==> src/sitda_pkg.sv <==
`timescale 1ns / 1ps
// Shared constants, types and conversion functions of the decimal text converter.
package sitda_pkg;

	localparam int VALUE_W    = 32;
	localparam int MAX_DIGITS = 10;
	localparam int DIGIT_W    = 4;
	localparam int BCD_W      = MAX_DIGITS * DIGIT_W;
	localparam int CHAR_W     = 6;
	localparam int STEP_BITS  = 8;
	localparam int IDX_W      = $clog2(MAX_DIGITS);

	localparam logic [CHAR_W-1:0] CHAR_ZERO  = CHAR_W'(48);
	localparam logic [CHAR_W-1:0] CHAR_MINUS = CHAR_W'(45);
	localparam logic [IDX_W-1:0]  IDX_TOP    = IDX_W'(MAX_DIGITS - 1);

	typedef logic [DIGIT_W-1:0] digit_t;
	typedef digit_t [MAX_DIGITS-1:0] digits_t;

	// Conversion state as it travels down the pipeline.
	typedef struct packed {
		logic               neg;
		logic [BCD_W-1:0]   bcd;
		logic [VALUE_W-1:0] bin;
	} conv_t;

	// Eight shift-and-add-3 steps: move eight binary bits into the BCD field.
	function automatic conv_t dabble_steps(conv_t c);
		conv_t r;
		r = c;
		for (int j = 0; j < STEP_BITS; j++) begin
			for (int d = 0; d < MAX_DIGITS; d++) begin
				if (r.bcd[d*DIGIT_W +: DIGIT_W] >= DIGIT_W'(5)) begin
					r.bcd[d*DIGIT_W +: DIGIT_W] = r.bcd[d*DIGIT_W +: DIGIT_W] + DIGIT_W'(3);
				end
			end
			{r.bcd, r.bin} = {r.bcd[BCD_W-2:0], r.bin, 1'b0};
		end
		return r;
	endfunction

	// Index of the most significant non-zero digit, zero when all digits are zero.
	function automatic logic [IDX_W-1:0] top_digit(logic [BCD_W-1:0] bcd);
		logic [IDX_W-1:0] idx;
		idx = '0;
		for (int d = 0; d < MAX_DIGITS; d++) begin
			if (bcd[d*DIGIT_W +: DIGIT_W] != '0) begin
				idx = IDX_W'(d);
			end
		end
		return idx;
	endfunction

endpackage

==> src/sitda_ifs.sv <==
`timescale 1ns / 1ps
// Valid/ready channel interfaces for the number input and the character output.
interface sitda_num_if;
	logic                                 valid;
	logic                                 ready;
	logic signed [sitda_pkg::VALUE_W-1:0] value;

	modport source (output valid, output value, input ready);
	modport sink   (input valid, input value, output ready);
endinterface

interface sitda_text_if;
	logic                          valid;
	logic                          ready;
	logic [sitda_pkg::CHAR_W-1:0]  text_char;
	logic                          last_char;

	modport source (output valid, output text_char, output last_char, input ready);
	modport sink   (input valid, input text_char, input last_char, output ready);
endinterface

==> src/signed_int_to_decimal_ascii.sv <==
`timescale 1ns / 1ps
// Signed 32-bit integer to decimal ASCII text converter: top level.
//
// Each word taken on num is a signed 32-bit integer; the block sends its
// decimal text on text, one ASCII character per word, most significant
// first: a '-' for negative values, then the digits without leading zeros
// ('0' alone for zero), with last_char set on the final character. The most
// negative value prints in full. A number enters a five-stage pipeline
// (magnitude, then four stages of eight shift-and-add-3 steps each) and then
// loads a character serialiser that drives text straight from its
// registers. A number gives from 1 up to 11 characters (ten digits and a
// sign), and that single output serialiser sets the sustained rate; the
// following numbers convert meanwhile, so a new text starts in the cycle
// after the previous last character is taken. Nothing is kept from one
// number to the next.
module signed_int_to_decimal_ascii (
	input  logic          clk,
	input  logic          arst_n,
	sitda_num_if.sink     num,
	sitda_text_if.source  text
);

	// Pipeline valids and payloads.
	logic v_s1, v_s2, v_s3, v_s4, v_s5;
	sitda_pkg::conv_t conv_s1, conv_s2, conv_s3, conv_s4, conv_s5;

	// Serialiser state.
	logic                        busy_q;
	logic                        sign_q;
	logic [sitda_pkg::IDX_W-1:0] idx_q;
	sitda_pkg::digits_t          digits_q;

	logic out_take;
	logic out_done;
	logic load;
	logic adv;
	logic [sitda_pkg::VALUE_W-1:0] raw;
	logic [sitda_pkg::VALUE_W-1:0] mag;

	// A character leaves when the sink takes it; the run ends on its last one.
	assign out_take = text.valid && text.ready;
	assign out_done = out_take && text.last_char;

	// Load the serialiser when it is free or about to finish its run.
	assign load = !busy_q || out_done;

	// Advance the whole pipeline unless its last stage holds a word it cannot hand on.
	assign adv       = !v_s5 || load;
	assign num.ready = adv;

	// Form the magnitude as unsigned: the most negative value wraps to 2^31 exactly.
	assign raw = num.value;
	assign mag = raw[sitda_pkg::VALUE_W-1] ? (~raw + 1'b1) : raw;

	// Valid bits travel with the data; hold everything on a stall.
	always_ff @(posedge clk or negedge arst_n) begin
		if (!arst_n) begin
			v_s1 <= 1'b0;
			v_s2 <= 1'b0;
			v_s3 <= 1'b0;
			v_s4 <= 1'b0;
			v_s5 <= 1'b0;
		end else if (adv) begin
			v_s1 <= num.valid;
			v_s2 <= v_s1;
			v_s3 <= v_s2;
			v_s4 <= v_s3;
			v_s5 <= v_s4;
		end
	end

	// Payload stages: capture the magnitude, then shift eight bits per stage into BCD.
	always_ff @(posedge clk) begin
		if (adv) begin
			conv_s1.neg <= raw[sitda_pkg::VALUE_W-1];
			conv_s1.bcd <= '0;
			conv_s1.bin <= mag;
			conv_s2     <= sitda_pkg::dabble_steps(conv_s1);
			conv_s3     <= sitda_pkg::dabble_steps(conv_s2);
			conv_s4     <= sitda_pkg::dabble_steps(conv_s3);
			conv_s5     <= sitda_pkg::dabble_steps(conv_s4);
		end
	end

	// Serialiser: send the sign first if any, then step down from the top digit.
	always_ff @(posedge clk or negedge arst_n) begin
		if (!arst_n) begin
			busy_q <= 1'b0;
			sign_q <= 1'b0;
			idx_q  <= '0;
		end else if (load) begin
			busy_q <= v_s5;
			sign_q <= v_s5 && conv_s5.neg;
			idx_q  <= sitda_pkg::top_digit(conv_s5.bcd);
		end else if (out_take) begin
			if (sign_q) begin
				sign_q <= 1'b0;
			end else begin
				idx_q <= idx_q - 1'b1;
			end
		end
	end

	always_ff @(posedge clk) begin
		if (load) begin
			digits_q <= conv_s5.bcd;
		end
	end

	// Drive the current character straight from the serialiser registers.
	assign text.valid     = busy_q;
	assign text.text_char = sign_q ? sitda_pkg::CHAR_MINUS
	                               : sitda_pkg::CHAR_ZERO + {2'b00, digits_q[idx_q]};
	assign text.last_char = !sign_q && (idx_q == '0);

	// A pending sign only exists inside an active run.
	a_sign_in_run: assert property (@(posedge clk) disable iff (!arst_n)
		sign_q |-> busy_q)
		else $error("sign pending with no active run");

	// The digit pointer never leaves the digit array.
	a_idx_range: assert property (@(posedge clk) disable iff (!arst_n)
		busy_q |-> (idx_q <= sitda_pkg::IDX_TOP))
		else $error("digit index out of range");

	// A stalled last stage keeps its word until the serialiser takes it.
	a_stall_hold: assert property (@(posedge clk) disable iff (!arst_n)
		(v_s5 && !load) |=> (v_s5 && $stable(conv_s5)))
		else $error("pipeline word lost on a stall");

	// Every character sent is a minus sign or a decimal digit.
	a_char_set: assert property (@(posedge clk) disable iff (!arst_n)
		text.valid |-> (text.text_char == sitda_pkg::CHAR_MINUS ||
			(text.text_char >= sitda_pkg::CHAR_ZERO &&
			 text.text_char <= sitda_pkg::CHAR_ZERO + 6'd9)))
		else $error("character outside the decimal set");

endmodule

==> src/flat_wrapper.sv <==
// flat-port wrapper written by rule: the top's interface ports become plain ports
module signed_int_to_decimal_ascii_flat 
  (clk, arst_n, num_valid, num_value, num_ready, text_valid, text_text_char, text_last_char, text_ready);
  sitda_num_if num_i ();
  sitda_text_if text_i ();
  input  logic clk;
  input  logic arst_n;
  input wire logic [$bits(num_i.valid)-1:0] num_valid;
  input wire logic [$bits(num_i.value)-1:0] num_value;
  output wire logic [$bits(num_i.ready)-1:0] num_ready;
  output wire logic [$bits(text_i.valid)-1:0] text_valid;
  output wire logic [$bits(text_i.text_char)-1:0] text_text_char;
  output wire logic [$bits(text_i.last_char)-1:0] text_last_char;
  input wire logic [$bits(text_i.ready)-1:0] text_ready;
  assign num_i.valid = num_valid;
  assign num_i.value = num_value;
  assign num_ready = num_i.ready;
  assign text_valid = text_i.valid;
  assign text_text_char = text_i.text_char;
  assign text_last_char = text_i.last_char;
  assign text_i.ready = text_ready;
  signed_int_to_decimal_ascii u_core (.clk(clk), .arst_n(arst_n), .num(num_i), .text(text_i));
endmodule
==> config.mk <==
export PLATFORM = sky130hd
export DESIGN_NAME = signed_int_to_decimal_ascii_flat
export DESIGN_NICKNAME = d
export VERILOG_FILES = /design/src/sitda_pkg.sv /design/src/sitda_ifs.sv /design/src/signed_int_to_decimal_ascii.sv /design/src/flat_wrapper.sv
export SDC_FILE = /design/constraint.sdc
export NUM_CORES = 1
export LEC_CHECK = 0
export ABC_AREA = 1
export BUFFER_PORTS_ARGS = -buffer_cell sky130_fd_sc_hd__buf_2
export CORE_ASPECT_RATIO = 1.5
export CORE_MARGIN = 10
export CORE_UTILIZATION = 63
export DETAILED_ROUTE_END_ITERATION = 7
export GPL_ROUTABILITY_DRIVEN = 0
export GPL_TIMING_DRIVEN = 0
export PLACE_DENSITY = 0.9
export SYNTH_ARGS = -nofsm -noshare
export SYNTH_HDL_FRONTEND = slang
export SYNTH_SLANG_ARGS = --single-unit
==> constraint.sdc <==
create_clock -name clk -period 8.3 [get_ports clk]
set_input_delay 0.83 -clock clk [delete_from_list [all_inputs] [get_ports clk]]
set_output_delay 0.83 -clock clk [all_outputs]
set_load 0.01 [all_outputs]
==> out/metrics.cfg <==
[outcome]
status = complete, no violations

[synthesis]
yosys-top-cells-area = edfxtp_1 (28%), nand2_1 (15%), inv_1 (8.3%)
synth_cell_types = 63
yosys_register_bits = 238
synth-edff-count = 227
synth_nets = 3574
yosys.area.top_type = edfxtp_1
syn-instance-count = 3394
synth_top_area_share_pct = 27.7
yosysWarnings = 0
synth_area_sq_um = 24600
avgSynthCellArea_sq_um = 7.26
seq_area_frac_synth_pct = 28.8
ys.flop_type = edfxtp_1
async_reset_ff_share_pct = 4.62

[setup_path]
critical_path.top_delay_family = compound AO/OA/AOI/OAI gates
cp_slowest_stage_delay_ns = 0.42
path_buf_inv = 6
crit_path_start_kind = register
cp_data_arrival_time_ns = 6.45
worstPathMaxFanout = 6
critPathKind = register to register
path_common_cell = nand2_1
endpoint_kind = register
worstPathRequired_ns = 8.57
crit_slowest_cell = edfxtp_1

[sta]
clock.fmax_mhz = 162
hold_violations = 0
min_period_over_period_pct = 74.4
skew_ns = 0.0268
rsz0062_at_grt = no
min_period_ns = 6.18
maxSlewViolCount = 0
finalWorstSetupSlack_ns = 2.12
worstMarginPinSlew_ns = 0.899
relSlewSlack_pct = 40.1
finalSetupViolCount = 0

[layout]
diodes = 0
layout_commonest_cell = nand2_1
n_fill_cell = 3075
nets = 3646
areaGrowthSynthToFinish_pct = 6.73
layout_common_cells = nand2_1 (1009), inv_1 (544), nand3_1 (315), edfxtp_1 (227), nand2_2 (220)
regArea_sq_um = 7090
drive_gt1_share_pct = 18.2
multiInputGateArea_sq_um = 15300

[floorplanning]
io_pins = 45
die_w_um = 181
dieArea_sq_um = 47600
core.rowCount = 88
core-area_sq_um = 38500
die_h_um = 262
start_util_pct = 63.9

[grt]
grt_antenna_before_repair = 0
gr-total-overflow = 0
grt_pass1_vias = 20807
grt_util_all_layers_pct = 18.8
grt_pass1_wl_mm = 80.3
grt_max_degree = 74

[route]
drt_iter0_drc = 735
avgViaCountPerCell = 5.41
drt_wl_total_mm = 45.4
drtAntennaViolNets = 0
routed_wire_length_per_instance_um = 11.4
vias = 21510
route.detailed.drc = 0
drt-pass1-iter-count = 5

[clocking]
numCtsBuffers = 24
cts_hold_buf = 0
clock_path_buffers = 3
worstSkewPairLatency_ns = 0.56
cts_setup_buffers = 0
clk_pin_slew_worst_paths_ns = 0.07
clock-root-buffer = clkbuf_16
post_cts_resized = 0
cts_tree = built
clkSinkCount = 238
htreeDepth = 1

[placed_design]
post-place-ws_ns = 2.15
io_buffer_count = 43
dp_hpwl_mm = 36.4

[worst_hold_path]
hp-class = primary input to async pin

[job]
cap_viol_max_count = 0

## area by class of cell
class,count,share of cell area [%]
multi-input combinational,2569,58.4
sequential,238,27.0
clock inverter,14,0.462
timing repair buffer,46,1.10
buffer,8,0.129
clock buffer,28,2.34
inverter,579,8.27
tap,495,2.36
## flip-flops by register name (all words and copies together), names as in the netlist
signal,count
u_core.text.valid,1
u_core.digits_q,40
u_core.conv_s3,38
u_core.v_s4,1
u_core.idx_q,4
u_core.conv_s5,41
u_core.v_s3,1
u_core.v_s5,1
u_core.conv_s4,40
u_core.v_s1,1
u_core.conv_s1,33
u_core.v_s2,1
u_core.conv_s2,35
u_core.sign_q,1
## metal layers
metal	track usage, %	vias up	share of wire (%)
met5	0	-	0
met4	6.89	0	2.8
met3	2.02	105	2.9
met2	41.6	266	59
met1	16.3	9817	35
li1	-	11322	-
## kinds of logic (layout without fill, tap and decap cells)
| family | after synthesis | after routing | synth area share (%) |
|---|---|---|---|
| AOI/OAI and AO/OA | 315 | 315 | 8.50 |
| xor gates and xnor gates | 111 | 111 | 4.82 |
| adders and majority gates | 144 | 144 | 7.32 |
| buffers and inverters | 587 | 675 | 8.97 |
| DFF | 238 | 238 | 28.8 |
| muxes | 3 | 3 | 0.127 |
| other | 1 | 1 | 0.0152 |
| and+or+nand+nor | 1995 | 1995 | 41.5 |
## path summary, 6_finish.rpt
path / slack [ns] / endpoint / depth (start not counted) / from
setup / recovery: 2.12 / u_core.conv_s4[59] / 37 / u_core.conv_s3[44]
hold / removal: 0.14 / u_core.v_s1 / 1 / arst_n
setup reg to reg: 2.12 / u_core.conv_s4[59] / 37 / u_core.conv_s3[44]
hold reg to reg: 0.42 / u_core.conv_s3[20] / 0 / u_core.conv_s2[12]
max in group asynchronous: 7.94 / u_core.idx_q[1] / 1 / arst_n
min in group clk: 0.42 / u_core.conv_s3[20] / 0 / u_core.conv_s2[12]
## cell usage after synthesis, types with 7 or more instances
master	count
xnor2_2	10
nand3b_1	19
a31o_2	17
nor4_1	9
o21ai_2	44
clkbuf_1	7
inv_2	30
a21o_1	26
a21oi_1	42
nand2_1	1011
nand3_1	315
nor2_1	70
ha_1	144
inv_1	544
nand4_1	113
or2_2	7
nand2_2	219
and2_4	13
o21ai_0	84
edfxtp_1	227
and2_1	25
o21ai_1	38
xor2_1	70
nand2_4	46
xnor2_1	20
dfrtp_1	11
o22ai_1	9
nor3_1	9
o211ai_1	11
nand3_2	115
nand3_4	9
## stage by stage
| stage | hold slack, ns | instance area [sq um] | cells | utilization [%] | TNS [ns] |
|---|---|---|---|---|---|
| finish | 0.138 | 26300 | 3977 | 68.2 | 0 |
| global route | 0.144 | 26300 | 3977 | 68.2 | 0 |
| CTS | 0.139 | 26300 | 3977 | 68.2 | 0 |
| detailed placement | 0.405 | 25500 | 3935 | 66.3 | 0 |
| global placement | 0.401 | 25500 | 3932 | 66.1 | -182.27 |
| floorplan | 0.400 | 24600 | 3394 | - | 0 |
Power is not shown: default switching activity piles up to over one toggle a cycle in this logic, so the estimate is an artifact.
